### src/hdl/blsv_pkg.sv
// ----------------------------------------------------------------------------
// blsv_pkg
// Shared types and constants for the brace-list stream validator.
// ----------------------------------------------------------------------------
package blsv_pkg;

  typedef enum logic [2:0] {
    M_VALUE  = 3'd0,
    M_DELIM  = 3'd1,
    M_STRING = 3'd2,
    M_QUOTE  = 3'd3,
    M_TOKEN  = 3'd4
  } mode_t;

  typedef enum logic [2:0] {
    NS_START  = 3'd0,
    NS_MINUS  = 3'd1,
    NS_INT    = 3'd2,
    NS_FRAC   = 3'd3,
    NS_E      = 3'd4,
    NS_EMINUS = 3'd5,
    NS_EXP    = 3'd6,
    NS_BAD    = 3'd7
  } num_t;

  typedef enum logic [1:0] {
    LK_START  = 2'd0,
    LK_DIGITS = 2'd1,
    LK_HEX    = 2'd2,
    LK_BAD    = 2'd3
  } link_t;

  localparam logic [3:0] VC_STRING = 4'd0;
  localparam logic [3:0] VC_INT    = 4'd1;
  localparam logic [3:0] VC_EXP    = 4'd2;
  localparam logic [3:0] VC_GUID   = 4'd3;
  localparam logic [3:0] VC_B64TAG = 4'd4;
  localparam logic [3:0] VC_LINK   = 4'd5;
  localparam logic [3:0] VC_B64    = 4'd6;
  localparam logic [3:0] VC_DATA   = 4'd7;
  localparam logic [3:0] VC_UNKNOWN = 4'd8;

  localparam logic [2:0] E_NONE     = 3'd0;
  localparam logic [2:0] E_CLOSE    = 3'd1;
  localparam logic [2:0] E_DELIM    = 3'd2;
  localparam logic [2:0] E_UNKNOWN  = 3'd3;
  localparam logic [2:0] E_UNFIN    = 3'd4;
  localparam logic [2:0] E_MISSING  = 3'd5;

  // Result word as it travels through the queue
  typedef struct packed {
    logic        stream_valid;
    logic        stream_done;
    logic [2:0]  error_code;
    logic [15:0] depth;
    logic [3:0]  value_class;
    logic        value_done;
  } res_t;

  function automatic logic is_dig(input logic [15:0] c);
    return c >= 16'h30 && c <= 16'h39;
  endfunction

  function automatic logic is_hex(input logic [15:0] c);
    return is_dig(c) || (c >= 16'h61 && c <= 16'h66) || (c >= 16'h41 && c <= 16'h46);
  endfunction

  function automatic logic is_b64(input logic [15:0] c);
    return (c >= 16'h61 && c <= 16'h7A) || (c >= 16'h41 && c <= 16'h5A) || is_dig(c) ||
           c == 16'h2B || c == 16'h3D || c == 16'h2F || c == 16'h0D || c == 16'h0A;
  endfunction

  function automatic logic is_ws(input logic [15:0] c);
    return c == 16'h20 || c == 16'h09 || c == 16'h0D || c == 16'h0A;
  endfunction

  function automatic logic [15:0] tag_b64(input logic [2:0] i);
    logic [15:0] r;
    case (i)
      3'd0: r = 16'h23;
      3'd1: r = 16'h62;
      3'd2: r = 16'h61;
      3'd3: r = 16'h73;
      3'd4: r = 16'h65;
      3'd5: r = 16'h36;
      3'd6: r = 16'h34;
      default: r = 16'h3A;
    endcase
    return r;
  endfunction

  function automatic logic [15:0] tag_data(input logic [2:0] i);
    logic [15:0] r;
    case (i)
      3'd0: r = 16'h23;
      3'd1: r = 16'h64;
      3'd2: r = 16'h61;
      3'd3: r = 16'h74;
      3'd4: r = 16'h61;
      default: r = 16'h3A;
    endcase
    return r;
  endfunction

endpackage

### src/hdl/brace_list_stream_validator.sv
// ----------------------------------------------------------------------------
// brace_list_stream_validator
// Validates a brace-nested comma-separated character stream, one word a cycle while the queue has room.
// ----------------------------------------------------------------------------
// The result word is written into the result queue when the input word is accepted.
// Accepts one word per cycle while the queue is not full; each word updates the parser state registers.
// A two-entry queue lets input continue while the output side stalls, until both entries are full.
// Reset: synchronous active-low rst_n; parser returns to expecting-value state.
module brace_list_stream_validator #(
  parameter int NEST_BITS = 16
) (
  input  logic        clk,
  input  logic        rst_n,
  input  logic        in_tvalid,
  output logic        in_tready,
  input  logic [15:0] in_tdata,   // ch
  input  logic        in_tlast,
  output logic        out_tvalid,
  input  logic        out_tready,
  output logic [23:0] out_tdata,  // value_done, value_class, depth, error_code
  output logic        out_tlast,  // stream_done
  output logic        out_tuser   // stream_valid
);

  blsv_pkg::res_t res, q_out;
  logic           step, full;

  assign in_tready = !full;
  assign step      = in_tvalid && in_tready;

  blsv_front #(.NEST_BITS(NEST_BITS)) u_front (
    .clk(clk), .rst_n(rst_n), .step(step), .ch(in_tdata), .last(in_tlast), .res(res)
  );

  blsv_queue u_queue (
    .clk(clk), .rst_n(rst_n), .wr_en(step), .wr_data(res), .full(full),
    .rd_valid(out_tvalid), .rd_en(out_tvalid && out_tready), .rd_data(q_out)
  );

  assign out_tdata = {q_out.error_code, q_out.depth, q_out.value_class, q_out.value_done};
  assign out_tlast = q_out.stream_done;
  assign out_tuser = q_out.stream_valid;

endmodule

### src/hdl/blsv_front.sv
// ----------------------------------------------------------------------------
// blsv_front
// Parses one character per cycle when step is high, classifies tokens, builds the result word.
// ----------------------------------------------------------------------------
module blsv_front #(
  parameter int NEST_BITS = 16
) (
  input  logic                clk,
  input  logic                rst_n,
  input  logic                step,
  input  logic [15:0]         ch,
  input  logic                last,
  output blsv_pkg::res_t      res
);

  localparam logic [NEST_BITS-1:0] NEST_ONE = NEST_BITS'(1);

  blsv_pkg::mode_t        mode_r, mode_nxt;
  logic [NEST_BITS-1:0]   nest_r, nest_nxt;
  logic                   ok_r, ok_nxt;
  logic                   stop_r, stop_nxt;
  logic [5:0]             len_r, len_nxt;
  blsv_pkg::num_t         num_r, num_nxt;
  logic [3:0]             flg_r, flg_nxt;   // guid, b64tag, b64, data
  blsv_pkg::link_t        lk_r, lk_nxt;
  logic [5:0]             lkc_r, lkc_nxt;

  logic [5:0]             f_len;
  blsv_pkg::num_t         f_num;
  logic [3:0]             f_flg;
  blsv_pkg::link_t        f_lk;
  logic [5:0]             f_lkc;
  logic [5:0]             t_len;
  blsv_pkg::num_t         t_num;
  logic [3:0]             t_flg;
  blsv_pkg::link_t        t_lk;
  logic [5:0]             t_lkc;
  logic [3:0]             cls;
  logic                   ends, bad, vdone, sdone;
  logic [3:0]             vclass;
  logic [2:0]             err;
  logic                   ok_w;
  logic                   do_tok_start;

  function automatic logic [3:0] cls_of_fed(input blsv_pkg::num_t nm, input logic [3:0] fl,
                                            input blsv_pkg::link_t lk, input logic [5:0] lc,
                                            input logic [5:0] ln);
    logic [3:0] r;
    if (nm == blsv_pkg::NS_INT) r = blsv_pkg::VC_INT;
    else if (nm == blsv_pkg::NS_FRAC || nm == blsv_pkg::NS_EXP) r = blsv_pkg::VC_EXP;
    else if (fl[0] && ln == 6'd36) r = blsv_pkg::VC_GUID;
    else if (fl[1] && ln >= 6'd8) r = blsv_pkg::VC_B64TAG;
    else if (lk == blsv_pkg::LK_HEX && lc == 6'd32) r = blsv_pkg::VC_LINK;
    else if (fl[2]) r = blsv_pkg::VC_B64;
    else if (fl[3] && ln >= 6'd6) r = blsv_pkg::VC_DATA;
    else r = blsv_pkg::VC_UNKNOWN;
    return r;
  endfunction

  // token checkers, fed from either the running state or a fresh start
  always_comb begin
    logic e;
    t_len = do_tok_start ? 6'd0 : len_r;
    t_num = do_tok_start ? blsv_pkg::NS_START : num_r;
    t_flg = do_tok_start ? 4'hF : flg_r;
    t_lk  = do_tok_start ? blsv_pkg::LK_START : lk_r;
    t_lkc = do_tok_start ? 6'd0 : lkc_r;
    e = ch == 16'h65 || ch == 16'h45;
    case (t_num)
      blsv_pkg::NS_START: f_num = ch == 16'h2D ? blsv_pkg::NS_MINUS :
                                  (blsv_pkg::is_dig(ch) ? blsv_pkg::NS_INT : blsv_pkg::NS_BAD);
      blsv_pkg::NS_MINUS: f_num = blsv_pkg::is_dig(ch) ? blsv_pkg::NS_INT : blsv_pkg::NS_BAD;
      blsv_pkg::NS_INT:   f_num = blsv_pkg::is_dig(ch) ? blsv_pkg::NS_INT :
                                  (ch == 16'h2E ? blsv_pkg::NS_FRAC :
                                  (e ? blsv_pkg::NS_E : blsv_pkg::NS_BAD));
      blsv_pkg::NS_FRAC:  f_num = blsv_pkg::is_dig(ch) ? blsv_pkg::NS_FRAC :
                                  (e ? blsv_pkg::NS_E : blsv_pkg::NS_BAD);
      blsv_pkg::NS_E:     f_num = ch == 16'h2D ? blsv_pkg::NS_EMINUS :
                                  (blsv_pkg::is_dig(ch) ? blsv_pkg::NS_EXP : blsv_pkg::NS_BAD);
      blsv_pkg::NS_EMINUS, blsv_pkg::NS_EXP:
                          f_num = blsv_pkg::is_dig(ch) ? blsv_pkg::NS_EXP : blsv_pkg::NS_BAD;
      default:            f_num = blsv_pkg::NS_BAD;
    endcase
    f_flg = t_flg;
    if (t_len >= 6'd36) f_flg[0] = 1'b0;
    else if (t_len == 6'd8 || t_len == 6'd13 || t_len == 6'd18 || t_len == 6'd23) begin
      if (ch != 16'h2D) f_flg[0] = 1'b0;
    end else if (!blsv_pkg::is_hex(ch)) f_flg[0] = 1'b0;
    if (t_len < 6'd8) begin
      if (ch != blsv_pkg::tag_b64(t_len[2:0])) f_flg[1] = 1'b0;
    end else if (!blsv_pkg::is_b64(ch)) f_flg[1] = 1'b0;
    if (!blsv_pkg::is_b64(ch)) f_flg[2] = 1'b0;
    if (t_len < 6'd6) begin
      if (ch != blsv_pkg::tag_data(t_len[2:0])) f_flg[3] = 1'b0;
    end else if (!blsv_pkg::is_b64(ch)) f_flg[3] = 1'b0;
    f_lk = t_lk;
    f_lkc = t_lkc;
    case (t_lk)
      blsv_pkg::LK_START: f_lk = blsv_pkg::is_dig(ch) ? blsv_pkg::LK_DIGITS : blsv_pkg::LK_BAD;
      blsv_pkg::LK_DIGITS: begin
        if (ch == 16'h3A) begin
          f_lk = blsv_pkg::LK_HEX;
          f_lkc = 6'd0;
        end else if (!blsv_pkg::is_dig(ch)) f_lk = blsv_pkg::LK_BAD;
      end
      blsv_pkg::LK_HEX: begin
        if (blsv_pkg::is_hex(ch) && t_lkc < 6'd32) f_lkc = t_lkc + 6'd1;
        else f_lk = blsv_pkg::LK_BAD;
      end
      default: f_lk = blsv_pkg::LK_BAD;
    endcase
    f_len = t_len < 6'd63 ? t_len + 6'd1 : 6'd63;
  end

  always_comb begin
    if (num_r == blsv_pkg::NS_INT) cls = blsv_pkg::VC_INT;
    else if (num_r == blsv_pkg::NS_FRAC || num_r == blsv_pkg::NS_EXP) cls = blsv_pkg::VC_EXP;
    else if (flg_r[0] && len_r == 6'd36) cls = blsv_pkg::VC_GUID;
    else if (flg_r[1] && len_r >= 6'd8) cls = blsv_pkg::VC_B64TAG;
    else if (lk_r == blsv_pkg::LK_HEX && lkc_r == 6'd32) cls = blsv_pkg::VC_LINK;
    else if (flg_r[2]) cls = blsv_pkg::VC_B64;
    else if (flg_r[3] && len_r >= 6'd6) cls = blsv_pkg::VC_DATA;
    else cls = blsv_pkg::VC_UNKNOWN;
  end

  always_comb begin
    logic [NEST_BITS-1:0] n;
    blsv_pkg::mode_t      m;
    logic                 tok_active;
    ends = ch == 16'h0 || last;
    bad = 1'b0;
    vdone = 1'b0;
    vclass = blsv_pkg::VC_STRING;
    err = blsv_pkg::E_NONE;
    ok_w = ok_r;
    do_tok_start = 1'b0;
    n = nest_r;
    m = mode_r;
    sdone = 1'b0;
    tok_active = 1'b0;
    if (ch != 16'h0) begin
      case (mode_r)
        blsv_pkg::M_DELIM: begin
          if (blsv_pkg::is_ws(ch)) m = mode_r;
          else if (ch == 16'h2C) m = blsv_pkg::M_VALUE;
          else if (ch == 16'h7D) begin
            if (n == '0) begin
              err = blsv_pkg::E_CLOSE;
              ok_w = 1'b0;
            end else n = n - NEST_ONE;
          end else bad = 1'b1;
        end
        blsv_pkg::M_STRING: begin
          if (ch == 16'h22) m = blsv_pkg::M_QUOTE;
        end
        blsv_pkg::M_QUOTE: begin
          if (ch == 16'h22) m = blsv_pkg::M_STRING;
          else begin
            vdone = 1'b1;
            if (blsv_pkg::is_ws(ch)) m = blsv_pkg::M_DELIM;
            else if (ch == 16'h2C) m = blsv_pkg::M_VALUE;
            else if (ch == 16'h7D) begin
              m = blsv_pkg::M_DELIM;
              if (n == '0) begin
                err = blsv_pkg::E_CLOSE;
                ok_w = 1'b0;
              end else n = n - NEST_ONE;
            end else bad = 1'b1;
          end
        end
        blsv_pkg::M_TOKEN: begin
          if (ch == 16'h2C || ch == 16'h7D) begin
            vdone = 1'b1;
            vclass = cls;
            if (cls == blsv_pkg::VC_UNKNOWN) begin
              err = blsv_pkg::E_UNKNOWN;
              ok_w = 1'b0;
            end
            if (ch == 16'h7D) begin
              m = blsv_pkg::M_DELIM;
              if (n == '0) begin
                if (err == blsv_pkg::E_NONE) err = blsv_pkg::E_CLOSE;
                ok_w = 1'b0;
              end else n = n - NEST_ONE;
            end else m = blsv_pkg::M_VALUE;
          end else begin
            tok_active = 1'b1;
          end
        end
        default: begin
          if (blsv_pkg::is_ws(ch) || ch == 16'h2C) m = mode_r;
          else if (ch == 16'h22) m = blsv_pkg::M_STRING;
          else if (ch == 16'h7B) begin
            if (n != '1) n = n + NEST_ONE;
          end else if (ch == 16'h7D) begin
            m = blsv_pkg::M_DELIM;
            if (n == '0) begin
              err = blsv_pkg::E_CLOSE;
              ok_w = 1'b0;
            end else n = n - NEST_ONE;
          end else begin
            do_tok_start = 1'b1;
            tok_active = 1'b1;
            m = blsv_pkg::M_TOKEN;
          end
        end
      endcase
    end
    // token feed updates class state before end-of-stream classification
    if (bad) begin
      if (err == blsv_pkg::E_NONE) err = blsv_pkg::E_DELIM;
      ok_w = 1'b0;
      sdone = 1'b1;
    end else if (ends) begin
      if (m == blsv_pkg::M_TOKEN) begin
        vdone = 1'b1;
        vclass = tok_active ? cls_of_fed(f_num, f_flg, f_lk, f_lkc, f_len) : cls;
        if (vclass == blsv_pkg::VC_UNKNOWN) begin
          if (err == blsv_pkg::E_NONE) err = blsv_pkg::E_UNKNOWN;
          ok_w = 1'b0;
        end
      end else if (m == blsv_pkg::M_QUOTE) begin
        vdone = 1'b1;
        vclass = blsv_pkg::VC_STRING;
      end else if (m != blsv_pkg::M_DELIM) begin
        if (err == blsv_pkg::E_NONE) err = blsv_pkg::E_UNFIN;
        ok_w = 1'b0;
      end
      if (n != '0) begin
        if (err == blsv_pkg::E_NONE) err = blsv_pkg::E_MISSING;
        ok_w = 1'b0;
      end
      sdone = 1'b1;
    end

    res.value_done   = vdone;
    res.value_class  = vdone ? vclass : blsv_pkg::VC_STRING;
    res.depth        = 16'(n);
    res.error_code   = err;
    res.stream_done  = sdone;
    res.stream_valid = sdone && ok_w;

    mode_nxt = m;
    nest_nxt = n;
    ok_nxt   = ok_w;
    stop_nxt = 1'b0;
    len_nxt  = tok_active ? f_len : len_r;
    num_nxt  = tok_active ? f_num : num_r;
    flg_nxt  = tok_active ? f_flg : flg_r;
    lk_nxt   = tok_active ? f_lk : lk_r;
    lkc_nxt  = tok_active ? f_lkc : lkc_r;
    if (sdone) begin
      mode_nxt = blsv_pkg::M_VALUE;
      nest_nxt = '0;
      ok_nxt   = 1'b1;
      stop_nxt = bad && !ends;
      len_nxt  = 6'd0;
      num_nxt  = blsv_pkg::NS_START;
      flg_nxt  = 4'hF;
      lk_nxt   = blsv_pkg::LK_START;
      lkc_nxt  = 6'd0;
    end
    if (stop_r) begin
      res = '0;
      mode_nxt = mode_r;
      nest_nxt = nest_r;
      ok_nxt   = ok_r;
      stop_nxt = !ends;
      len_nxt  = len_r;
      num_nxt  = num_r;
      flg_nxt  = flg_r;
      lk_nxt   = lk_r;
      lkc_nxt  = lkc_r;
    end
  end

  always_ff @(posedge clk) begin
    if (!rst_n) begin
      mode_r <= blsv_pkg::M_VALUE;
      nest_r <= '0;
      ok_r   <= 1'b1;
      stop_r <= 1'b0;
      len_r  <= 6'd0;
      num_r  <= blsv_pkg::NS_START;
      flg_r  <= 4'hF;
      lk_r   <= blsv_pkg::LK_START;
      lkc_r  <= 6'd0;
    end else if (step) begin
      mode_r <= mode_nxt;
      nest_r <= nest_nxt;
      ok_r   <= ok_nxt;
      stop_r <= stop_nxt;
      len_r  <= len_nxt;
      num_r  <= num_nxt;
      flg_r  <= flg_nxt;
      lk_r   <= lk_nxt;
      lkc_r  <= lkc_nxt;
    end
  end

  a_stop_quiet: assert property (@(posedge clk) disable iff (!rst_n)
    step && stop_r |-> res == '0)
    else $error("stopped stream produced a nonzero result");
  a_done_resets: assert property (@(posedge clk) disable iff (!rst_n)
    step && !stop_r && res.stream_done |=> nest_r == '0 && mode_r == blsv_pkg::M_VALUE)
    else $error("state not cleared after stream end");
  a_valid_clean: assert property (@(posedge clk) disable iff (!rst_n)
    step && res.stream_valid |-> res.error_code == blsv_pkg::E_NONE)
    else $error("valid stream with error code");

endmodule

### src/hdl/blsv_queue.sv
// ----------------------------------------------------------------------------
// blsv_queue
// Two-entry result queue between the parser and the output port.
// ----------------------------------------------------------------------------
module blsv_queue (
  input  logic           clk,
  input  logic           rst_n,
  input  logic           wr_en,
  input  blsv_pkg::res_t wr_data,
  output logic           full,
  output logic           rd_valid,
  input  logic           rd_en,
  output blsv_pkg::res_t rd_data
);

  blsv_pkg::res_t mem_r [2];
  logic           wp_r, rp_r;
  logic [1:0]     cnt_r;

  assign full     = cnt_r == 2'd2;
  assign rd_valid = cnt_r != 2'd0;
  assign rd_data  = mem_r[rp_r];

  always_ff @(posedge clk) begin
    if (wr_en) mem_r[wp_r] <= wr_data;
  end

  always_ff @(posedge clk) begin
    if (!rst_n) begin
      wp_r  <= 1'b0;
      rp_r  <= 1'b0;
      cnt_r <= 2'd0;
    end else begin
      if (wr_en) wp_r <= ~wp_r;
      if (rd_en) rp_r <= ~rp_r;
      cnt_r <= cnt_r + 2'(wr_en) - 2'(rd_en);
    end
  end

  a_no_over: assert property (@(posedge clk) disable iff (!rst_n) full |-> !wr_en)
    else $error("queue overflow");
  a_no_under: assert property (@(posedge clk) disable iff (!rst_n) rd_en |-> rd_valid)
    else $error("queue underflow");
  a_cnt: assert property (@(posedge clk) disable iff (!rst_n) cnt_r != 2'd3)
    else $error("queue count out of range");

endmodule
### config.mk
export PLATFORM = sky130hd
export DESIGN_NAME = brace_list_stream_validator
export DESIGN_NICKNAME = d
export VERILOG_FILES = /design/src/hdl/blsv_pkg.sv /design/src/hdl/brace_list_stream_validator.sv /design/src/hdl/blsv_front.sv /design/src/hdl/blsv_queue.sv
export SDC_FILE = /design/constraint.sdc
export NUM_CORES = 1
export LEC_CHECK = 0
export ABC_AREA = 1
export BUFFER_PORTS_ARGS = -buffer_cell sky130_fd_sc_hd__buf_4
export CAP_MARGIN = 15
export CORE_ASPECT_RATIO = 1.5
export CORE_UTILIZATION = 57
export DETAILED_ROUTE_END_ITERATION = 10
export HOLD_SLACK_MARGIN = 0.1
export PLACE_DENSITY_LB_ADDON = 0.15
export SLEW_MARGIN = 0
export SYNTH_ARGS = -nofsm -noshare
export SYNTH_HDL_FRONTEND = slang
export SYNTH_HIERARCHICAL = 1
export SYNTH_SLANG_ARGS = --single-unit
export TNS_END_PERCENT = 50
### constraint.sdc
create_clock -name clk -period 3.7 [get_ports clk]
set_input_delay 0.74 -clock clk [delete_from_list [all_inputs] [get_ports clk]]
set_output_delay 0.74 -clock clk [all_outputs]
set_load 0.02 [all_outputs]
==> qor.yml, run 1 <==
status: "complete, no violations"
dieWidth_um: 99.7
slowest_delay_ps: 170
final_nets: 1427
switchingPower_w: 0.00146
hp-class: "flop to flop"
post_drt_via_cell_ratio: 5.63
finalSetupTns_ps: 0
required_ps: 3790
powerDensity_mw_per_mm2: 378
cts_made_buffers: 9
p_int_w: 0.00244
maxCapViolCount: 0
num_io_pins: 49
finalHoldViolCount: 0
max_freq_mhz: 281
synth-seq-cells: 99
cpMostUsedCell: "nand2_1"
synthArstFlopShare: 0
fin_util: 0.736
dr.first_iter.drc_count: 487
synth.distinct_cells: 53
globalRouteTotalUtil: 0.343
ant_nets: 0
finalSetupViolations: 0
slowest_stage: "nor2_2"
ir_worst_vdd_v: 0.000269
synth_seq_area_share: 0.306
rows: 53
leakagePower_nw: 4.88
drt-total-wl_um: 25100
grt_max_degree: 27
avgSynthCellArea_um2: 6.69
fin_ws_ps: 144
pwr-share-comb: 0.393
synth_edf_count: 52
drt-pass1-iter-count: 7
slew_violations: 0
clkTransAtPathRegs_ps: 80
critPathMaxFanout: 6
antennaDiodeCount: 0
hpwl_um: 19100
cp.arrival_ps: 3650
synthesis.area_mm2: 0.00817
cts_tree: "yes"
vias: 8929
power.share.clock: 0.241
wl_per_cell_um: 15.8
h-tree-depth: 3
relSlewSlack: 0.480
hold_buffers: 0
timing.final.crit_share: 0.961
grt_pass1_wl_um: 39900
critPathKind: "primary input to flop"
regArea_mm2: 0.00250
tightestPinTransition_ps: 779
fin_skew_ps: 18.4
gp_congestion: 0.992
area_growth_pct: 26.2
synth_flop_cell: "edfxtp_1"
synthCells: 1221
swShare: 0.374
seq_power_share: 0.366
multi_input_comb_area_mm2: 0.00522
clock_sinks: 99
start_util: 0.584
drc: 0
fin_crit_ps: 3560
synth_nets: 1258
ctsLongestPathBuffers: 2
ys.warnings.count: 6
clk_latency_ps: 350
drive_above_1_share: 0.273
grt_overflow: 0
place_ws_ps: -348
antenna_found_initial: 0
die-height_um: 149
root_buffer: "clkbuf_16"
num-fill-cells: 1158
coreArea_mm2: 0.0140
io_buffers: 48
grt_pass1_vias: 8467
cp-start-kind: "primary input"
crit_path_end_kind: "flop"
die_area_mm2: 0.0148
[metrics by stage]
stage               cells  hold slack (ps)  instance area [µm²]  total power [W]
floorplan            1221              458                 8240          0.00245
global placement     1563              470                 9670          0.00290
detailed placement   1563              472                 9670          0.00293
CTS                  1579              484                 9960          0.00386
global route         1587              514                10300          0.00410
finish               1587              483                10300          0.00390
[cells by family after synthesis]
kind of cell / Yosys count / synth area share
muxes: 26 / 0.0451
xor gates and xnor gates: 20 / 0.0215
and+or+nand+nor: 678 / 0.366
adders and majority gates: 16 / 0.0245
buffers and inverters: 187 / 0.0964
AOI/OAI and AO/OA: 195 / 0.140
DFF: 99 / 0.306
[synth_stat cells (all sizes together) (2+ instances only)]
cell	instances	area [µm²]
a31oi	3	18.8
o31ai	4	43.8
mux2	26	368
o22ai	3	18.8
a211oi	2	15.0
and3	3	18.8
clkbuf	23	86.3
a21oi	81	420
nand3	106	558
o211ai	10	75.1
xor2	19	166
o221ai	3	26.3
inv	145	544
nand2	354	1400
buf	16	145
edfxtp	52	1560
nor3	35	200
a221oi	3	26.3
o21ai	69	353
dfxtp	47	941
clkinv	3	11.3
nor2	147	604
o2111ai	12	105
ha	16	200
or2	3	18.8
nor4	5	31.3
nand4	23	144
[cell type report]
type / instances / share of cell area
multi-input combinational: 935 / 0.506
sequential: 99 / 0.243
timing repair buffer: 197 / 0.145
inverter: 148 / 0.0546
tap: 192 / 0.0233
clock buffer: 9 / 0.0219
clock inverter: 7 / 0.00668
[what timing repair did]
action,4_1_cts,5_1_grt
gates resized for setup,0,74
setup endpoints to repair,0,25
setup buffers,0,7
[worst paths after layout]
check	startpoint	end	slack (ps)	cells after the start
hold / removal	u_front/lkc_r[1]	u_front/lkc_r[1]	480	2
hold reg to reg	u_front/lkc_r[1]	u_front/lkc_r[1]	480	2
setup / recovery	in_tdata[13]	u_queue/mem_r[0][1]	140	31
setup reg to reg	u_front/nest_r[0]	u_queue/mem_r[1][25]	330	20
[metal layers]
layer	wire length, µm	vias to the layer above	part of all wire	GRT usage
li1	-	4425	-	-
met1	9020	4053	0.36	0.358
met2	13000	315	0.52	0.625
met3	1080	136	0.043	0.0409
met4	2020	0	0.080	0.251
met5	0	-	0	0
[power by group through the flow]
stage          Combinational, W  Sequential (W)  Clock (W)
3_3_place_gp            0.00147         0.00144          0
2_1_floorplan           0.00103         0.00142          0
3_5_place_dp            0.00149         0.00145          0
5_1_grt                 0.00166         0.00144   0.000997
6_report                0.00153         0.00143   0.000941
4_1_cts                 0.00149         0.00142   0.000941
[sequential cells by signal (all words and copies together) (netlist names), 2 cells and up, named ones only]
register	cells
u_front/nest_r	16
u_front/flg_r	4
u_front/mode_r	3
u_queue/cnt_r	2
u_front/lk_r	2
u_front/num_r	3
u_queue/mem_r	52
u_front/len_r	6
u_front/lkc_r	6
[placed cells by master (no fill, tap or decap), drive strengths merged, types with 6 or more instances in the layout]
cell | synthesis | layout
dfxtp | 47 | 47
nor3 | 35 | 35
mux2 | 26 | 26
clkbuf | 23 | 9
inv | 145 | 148
o21ai | 69 | 69
clkinv | 3 | 6
o2111ai | 12 | 12
nand3 | 106 | 106
nand2 | 354 | 354
ha | 16 | 16
nor2 | 147 | 147
o211ai | 10 | 10
nand4 | 23 | 23
buf | 16 | 197
xor2 | 19 | 19
edfxtp | 52 | 52
a21oi | 81 | 81
[critical path, delay by kind of cell]
| kind | cells | cell delay, ps |
|---|---|---|
| AO/OA/AOI/OAI | 1 | 80 |
| AND/OR/NAND/NOR | 23 | 1890 |
| buffers and inverters | 5 | 590 |
| adder cells (fa/ha/maj) | 2 | 340 |
Power figures use the tool's default switching activity.
==> run 2: changes to the inputs <==
- RECOVER_POWER: not set -> 100
- SETUP_SLACK_MARGIN: not set -> 0.5
==> run 2 against run 1 <==
- via count increased by 6.1%
- sequential power about the same
- combinational power increased by 11%
- clock skew decreased by 14 ps
- first-iteration DRC count increased by 41%
- global-route usage increased by 2.4 points
- total power increased by 3.9%
- the run now ends with capacitance limit, slew limit left
- final cell count increased by 1.2%
- clock power decreased by 3.2%
- non-clock buffer count increased by 18
==> qor.yml, run 2 (synthesis results as in run 1) <==
powerDensity_mw_per_mm2: 372  # was 378 mW/mm²
ir_worst_vdd_v: 0.000279  # was 0.000269 V
cts_tree: "yes"  # unchanged
dieWidth_um: 99.7  # unchanged
place_ws_ps: -342  # was -348 ps
num-fill-cells: 1030  # was 1,158
fin_skew_ps: 4.85  # was 18.4 ps
dr.first_iter.drc_count: 685  # was 487
cp.arrival_ps: 3760  # was 3650 ps
start_util: 0.584  # unchanged
largest_reg_flops: 52  # unchanged
failed_checks: "capacitance limit, slew limit"
slowest_delay_ps: 190  # was 170 ps
grt_pass1_vias: 9138  # was 8,467
antennaDiodeCount: 0  # unchanged
finalSetupViolations: 0  # unchanged
antenna_found_initial: 0  # unchanged
finalHoldViolCount: 0  # unchanged
crit_start: "in_tdata[14]"  # was in_tdata[13]
fin_ws_ps: 35.0  # was 144 ps
slew_violations: 27  # was 0
rsz0062_at_grt: "yes"
vias: 9471  # was 8,929
io_buffers: 48  # unchanged
leakagePower_nw: 5.05  # was 4.88 nW
cpMostUsedCell: "nor2_4"  # was nand2_1
critPathMaxFanout: 7  # was 6
rows: 53  # unchanged
clkTransAtPathRegs_ps: 70  # was 80 ps
maxCapViolCount: 1  # was 0
drt-total-wl_um: 27900  # was 25,100 µm
final_common_cell: "nand2_1"  # unchanged
coreArea_mm2: 0.0140  # unchanged
area_growth_pct: 33.5  # was 26.2%
tightestPinTransition_ps: 1580  # was 779 ps
hp-class: "flop to flop"  # unchanged
ant_nets: 0  # unchanged
worstHoldStart: "u_front/lkc_r[0]"  # was u_front/lkc_r[1]
worst_r2r_path_depth: 17  # was 20
fin_crit_ps: 3670  # was 3560 ps
hold_depth: 2  # unchanged
timing.final.crit_share: 0.991  # was 0.961
root_buffer: "clkbuf_16"  # unchanged
final_nets: 1446  # was 1,427
max_freq_mhz: 273  # was 281 MHz
die_area_mm2: 0.0148  # unchanged
grt_pass1_wl_um: 42700  # was 39,900 µm
wl_per_cell_um: 17.4  # was 15.8 µm
hpwl_um: 19400  # was 19,100 µm
cp-start-kind: "primary input"  # unchanged
die-height_um: 149  # unchanged
gp_congestion: 0.973  # was 0.992
clk_latency_ps: 340  # was 350 ps
drc: 0  # unchanged
critPathKind: "primary input to flop"  # unchanged
reg_top3: "u_queue/mem_r: 52 flops, u_front/nest_r: 16 flops"  # unchanged
timing.rr.start: "u_front/nest_r[0]"  # unchanged
grt_max_degree: 27  # unchanged
drive_above_1_share: 0.316  # was 0.273
grt_overflow: 0  # unchanged
clock_sinks: 99  # unchanged
path_depth: 31  # unchanged
drt-pass1-iter-count: 8  # was 7
post_drt_via_cell_ratio: 5.90  # was 5.63
cp_num_buf_inv: 7  # was 5
slowest_stage: "nor2_4"  # was nor2_2
required_ps: 3790  # about the same
crit_path_end_kind: "flop"  # unchanged
num_io_pins: 49  # unchanged
status: "finished, violations left"  # was complete, no violations
cts_made_buffers: 9  # unchanged
final_area_mm2: 0.0109  # was 0.0103 mm²
globalRouteTotalUtil: 0.367  # was 0.343
top_register: "u_queue/mem_r"  # unchanged
h-tree-depth: 3  # unchanged
crit_family: "simple AND/OR/NAND/NOR gates"  # unchanged
placed_area_mm2: 0.00984  # was 0.00967 mm²
final_cell_mix: "nand2_1 (299), buf_4 (192), inv_1 (110)"  # was nand2_1 (314), buf_4 (194), inv_1 (120)
relSlewSlack: -0.0541  # was 0.480
ctsLongestPathBuffers: 2  # unchanged
## run 2: cell count changes in the layout (fill, tap and decap cells not counted), moves of 5 or more
cell	delta
nor2_4	+12
nand3_1	-6
inv_2	+6
buf_6	+9
o21ai_0	-7
nand2_4	+8
inv_1	-10
nand2_1	-15
nand3_2	+5
nor2_1	-8
## run 2: worst reg2reg max path, delay by kind of cell, from the launching register on
kind	cells	cell delay, ps
AO/OA/AOI/OAI	3	860
XOR/XNOR	1	170
adder cells (fa/ha/maj)	1	210
buffers and inverters	2	310
flip-flops	1	370
AND/OR/NAND/NOR	10	1500
## run 2: worst paths after layout
path	endpoint	slack, ps
setup / recovery	u_queue/mem_r[1][21]	30
hold / removal	u_front/lkc_r[0]	490
setup reg to reg	u_queue/mem_r[1][21]	150
hold reg to reg	u_front/lkc_r[0]	490
## run 2: through the flow
| step | hold slack, ps | setup TNS (ps) | utilization | total power [W] | cells |
|---|---|---|---|---|---|
| finish | 485 | 0 | 0.779 | 0.00405 | 1606 |
| global route | 519 | -734 | 0.779 | 0.00423 | 1606 |
| CTS | 484 | 0 | 0.741 | 0.00391 | 1583 |
| detailed placement | 473 | -4570 | 0.704 | 0.00297 | 1563 |
| global placement | 466 | -3620 | 0.704 | 0.00292 | 1563 |
| floorplan | 458 | 0 | - | 0.00246 | 1221 |
## run 2: cell type report
type / instances / area [µm²] / area share
Timing Repair inverter: 1 / 7.51 / 0.000689
Inverter: 148 / 582 / 0.0534
Clock inverter: 7 / 65.1 / 0.00597
Sequential cell: 99 / 2500 / 0.230
Multi-Input combinational cell: 935 / 5560 / 0.510
Timing Repair Buffer: 215 / 1720 / 0.158
Clock buffer: 9 / 225 / 0.0207
Tap cell: 192 / 240 / 0.0220
## run 2: repair_timing
item	CTS	global route
gates cloned	0	1
pin swaps	28	26
gates resized for setup	51	106
setup endpoints to repair	38	50
hold buffers	0	0
setup buffers	4	22
## run 2: where the power goes
| group | internal, W | total, W | switching (W) |
|---|---|---|---|
| Clock | 0.000468 | 0.000911 | 0.000442 |
| Combinational | 0.000679 | 0.00170 | 0.00102 |
| Sequential | 0.00135 | 0.00144 | 0.0000872 |
## run 2: per-layer routing
| metal | GRT usage | share of wire | vias up |
|---|---|---|---|
| met5 | 0 | 0 | - |
| met4 | 0.277 | 0.083 | 0 |
| met3 | 0.0724 | 0.062 | 194 |
| met2 | 0.670 | 0.52 | 496 |
| met1 | 0.361 | 0.34 | 4328 |
| li1 | - | - | 4453 |
==> run 3: changes to the inputs <==
- PLACE_DENSITY: not set -> 0.84
- PLACE_DENSITY_LB_ADDON: 0.15 -> not set
==> run 3 against run 2 <==
- the run ends with DRC, setup timing left
- global-route usage is 0.20 points higher
- die area stayed put
- combinational power is 2% lower
- design area is 0.64% lower
- via count is 1.7% higher
- largest cell class unchanged
==> qor.yml, run 3 (synthesis results as in run 1) <==
hold_depth: 2  # unchanged
powerDensity_mw_per_mm2: 378  # was 372 mW/mm²
multi_input_comb_area_mm2: 0.00550  # was 0.00556 mm²
rows: 53  # unchanged
rsz0062_at_grt: "yes"  # unchanged
maxCapViolCount: 0  # was 1
clk_latency_ps: 360  # was 340 ps
area_growth_pct: 32.6  # was 33.5%
final_cell_mix: "nand2_1 (299), buf_4 (186), inv_1 (114)"  # was nand2_1 (299), buf_4 (192), inv_1 (110)
slowest_stage: "a21oi_4"  # was nor2_4
leakagePower_nw: 5.01  # was 5.05 nW
reg_top3: "u_queue/mem_r: 52 flops, u_front/nest_r: 16 flops"  # unchanged
placed_area_mm2: 0.00979  # was 0.00984 mm²
final_nets: 1447  # was 1,446
crit_path_end_kind: "flop"  # unchanged
antennaDiodeCount: 0  # unchanged
fin_crit_ps: 3740  # was 3670 ps
relSlewSlack: 0.103  # was -0.0541
cp.arrival_ps: 3820  # was 3760 ps
globalRouteTotalUtil: 0.369  # was 0.367
wl_per_cell_um: 18.1  # was 17.4 µm
clock_sinks: 99  # unchanged
grt_max_degree: 27  # unchanged
ir_worst_vdd_v: 0.000283  # was 0.000279 V
antenna_found_initial: 0  # unchanged
die_area_mm2: 0.0148  # unchanged
clkTransAtPathRegs_ps: 80  # was 70 ps
cts_tree: "yes"  # unchanged
grt_overflow: 0  # unchanged
fin_ws_ps: -40.0  # was 35.0 ps
num-fill-cells: 1009  # was 1,030
dr.first_iter.drc_count: 870  # was 685
h-tree-depth: 3  # unchanged
finalSetupTns_ps: -98.7  # was 0 ps
wl_met2_um: 14900  # was 14,500 µm
final_area_mm2: 0.0108  # was 0.0109 mm²
num_io_pins: 49  # unchanged
drt-pass1-iter-count: 11  # was 8
wirelength_met1_um: 9530  # was 9390 µm
io_buffers: 48  # unchanged
cts_made_buffers: 9  # unchanged
gp_congestion: 0.966  # was 0.973
slew_violations: 0  # was 27
start_util: 0.584  # unchanged
status: "finished, violations left"  # unchanged
root_buffer: "clkbuf_16"  # unchanged
critPathKind: "primary input to flop"  # unchanged
ctsLongestPathBuffers: 2  # unchanged
coreArea_mm2: 0.0140  # unchanged
drive_above_1_share: 0.302  # was 0.316
regArea_mm2: 0.00250  # unchanged
finalSetupViolations: 4  # was 0
slowest_delay_ps: 190  # about the same
hp-class: "flop to flop"  # unchanged
top_register: "u_queue/mem_r"  # unchanged
failed_checks: "DRC, setup timing"  # was capacitance limit, slew limit
finalHoldViolCount: 0  # unchanged
critPathMaxFanout: 4  # was 7
post_drt_via_cell_ratio: 5.99  # was 5.90
largest_reg_flops: 52  # unchanged
cp-start-kind: "primary input"  # unchanged
fin_skew_ps: 15.4  # was 4.85 ps
vias: 9632  # was 9,471
grt_pass1_vias: 9121  # was 9,138
grt_pass1_wl_um: 42900  # was 42,700 µm
tightestPinTransition_ps: 1350  # was 1580 ps
timing.final.crit_share: 1.01  # was 0.991
dieWidth_um: 99.7  # unchanged
fin_cells: 1607  # was 1,606
ant_nets: 0  # unchanged
max_freq_mhz: 267  # was 273 MHz
worst_r2r_path_depth: 20  # was 17
cpMostUsedCell: "nand2_2"  # was nor2_4
hpwl_um: 19200  # was 19,400 µm
wl_met3_um: 2030  # was 1720 µm
required_ps: 3780  # was 3790 ps
hold_buffers: 0  # unchanged
dr.max_layer_used: "met4"  # unchanged
drt-total-wl_um: 29100  # was 27,900 µm
placed_cells: 1557  # was 1,563
drc: 2  # was 0
die-height_um: 149  # unchanged
final_common_cell: "nand2_1"  # unchanged
## run 3: layout make-up
type / count / share of cell area
Clock buffer: 9 / 0.0208
Multi-Input combinational cell: 935 / 0.508
Inverter: 148 / 0.0547
Clock inverter: 7 / 0.00774
Timing Repair Buffer: 215 / 0.155
Sequential cell: 99 / 0.231
Timing Repair inverter: 2 / 0.00116
Tap cell: 192 / 0.0222
## run 3: final timing paths
path	start	to	slack (ps)
worst max-delay path	in_tdata[6]	u_queue/mem_r[0][21]	-40
worst min-delay path	u_front/lkc_r[0]	u_front/lkc_r[0]	480
worst max register to register	u_front/nest_r[10]	u_queue/mem_r[0][25]	100
worst min register to register	u_front/lkc_r[0]	u_front/lkc_r[0]	480
## run 3: metrics by stage
step / hold slack, ps / power, W / utilization / setup WS [ps]
final: 483 / 0.00410 / 0.774 / -40.0
after global routing: 507 / 0.00426 / 0.774 / -222
after CTS: 483 / 0.00397 / 0.741 / 158
after detailed placement: 471 / 0.00296 / 0.699 / -342
after global placement: 467 / 0.00290 / 0.699 / -208
after floorplan: 458 / 0.00246 / - / 134
## run 3: power breakdown
| group | total (W) | switching, W | internal (W) |
|---|---|---|---|
| logic | 0.00166 | 0.00104 | 0.000617 |
| clock network | 0.000982 | 0.000495 | 0.000487 |
| registers | 0.00146 | 0.000106 | 0.00135 |
| total | 0.00410 | 0.00164 | 0.00245 |
## run 3: what timing repair did
item	in CTS	in global routing
gates resized for setup	52	103
gates cloned	0	2
endpoints found under the setup margin	18	64
pin swaps	38	49
setup buffers	11	21
## run 3: worst max-delay path, delay by kind of cell
family | cells | cell delay, ps
AND/OR/NAND/NOR | 24 | 2190
adder cells (fa/ha/maj) | 2 | 350
buffers and inverters | 4 | 330
AO/OA/AOI/OAI | 1 | 190
## run 3: metal layers
layer | vias to the layer above | global-route usage
met5 | - | 0
met4 | 0 | 0.299
met3 | 234 | 0.0677
met2 | 526 | 0.677
met1 | 4410 | 0.355
li1 | 4462 | -
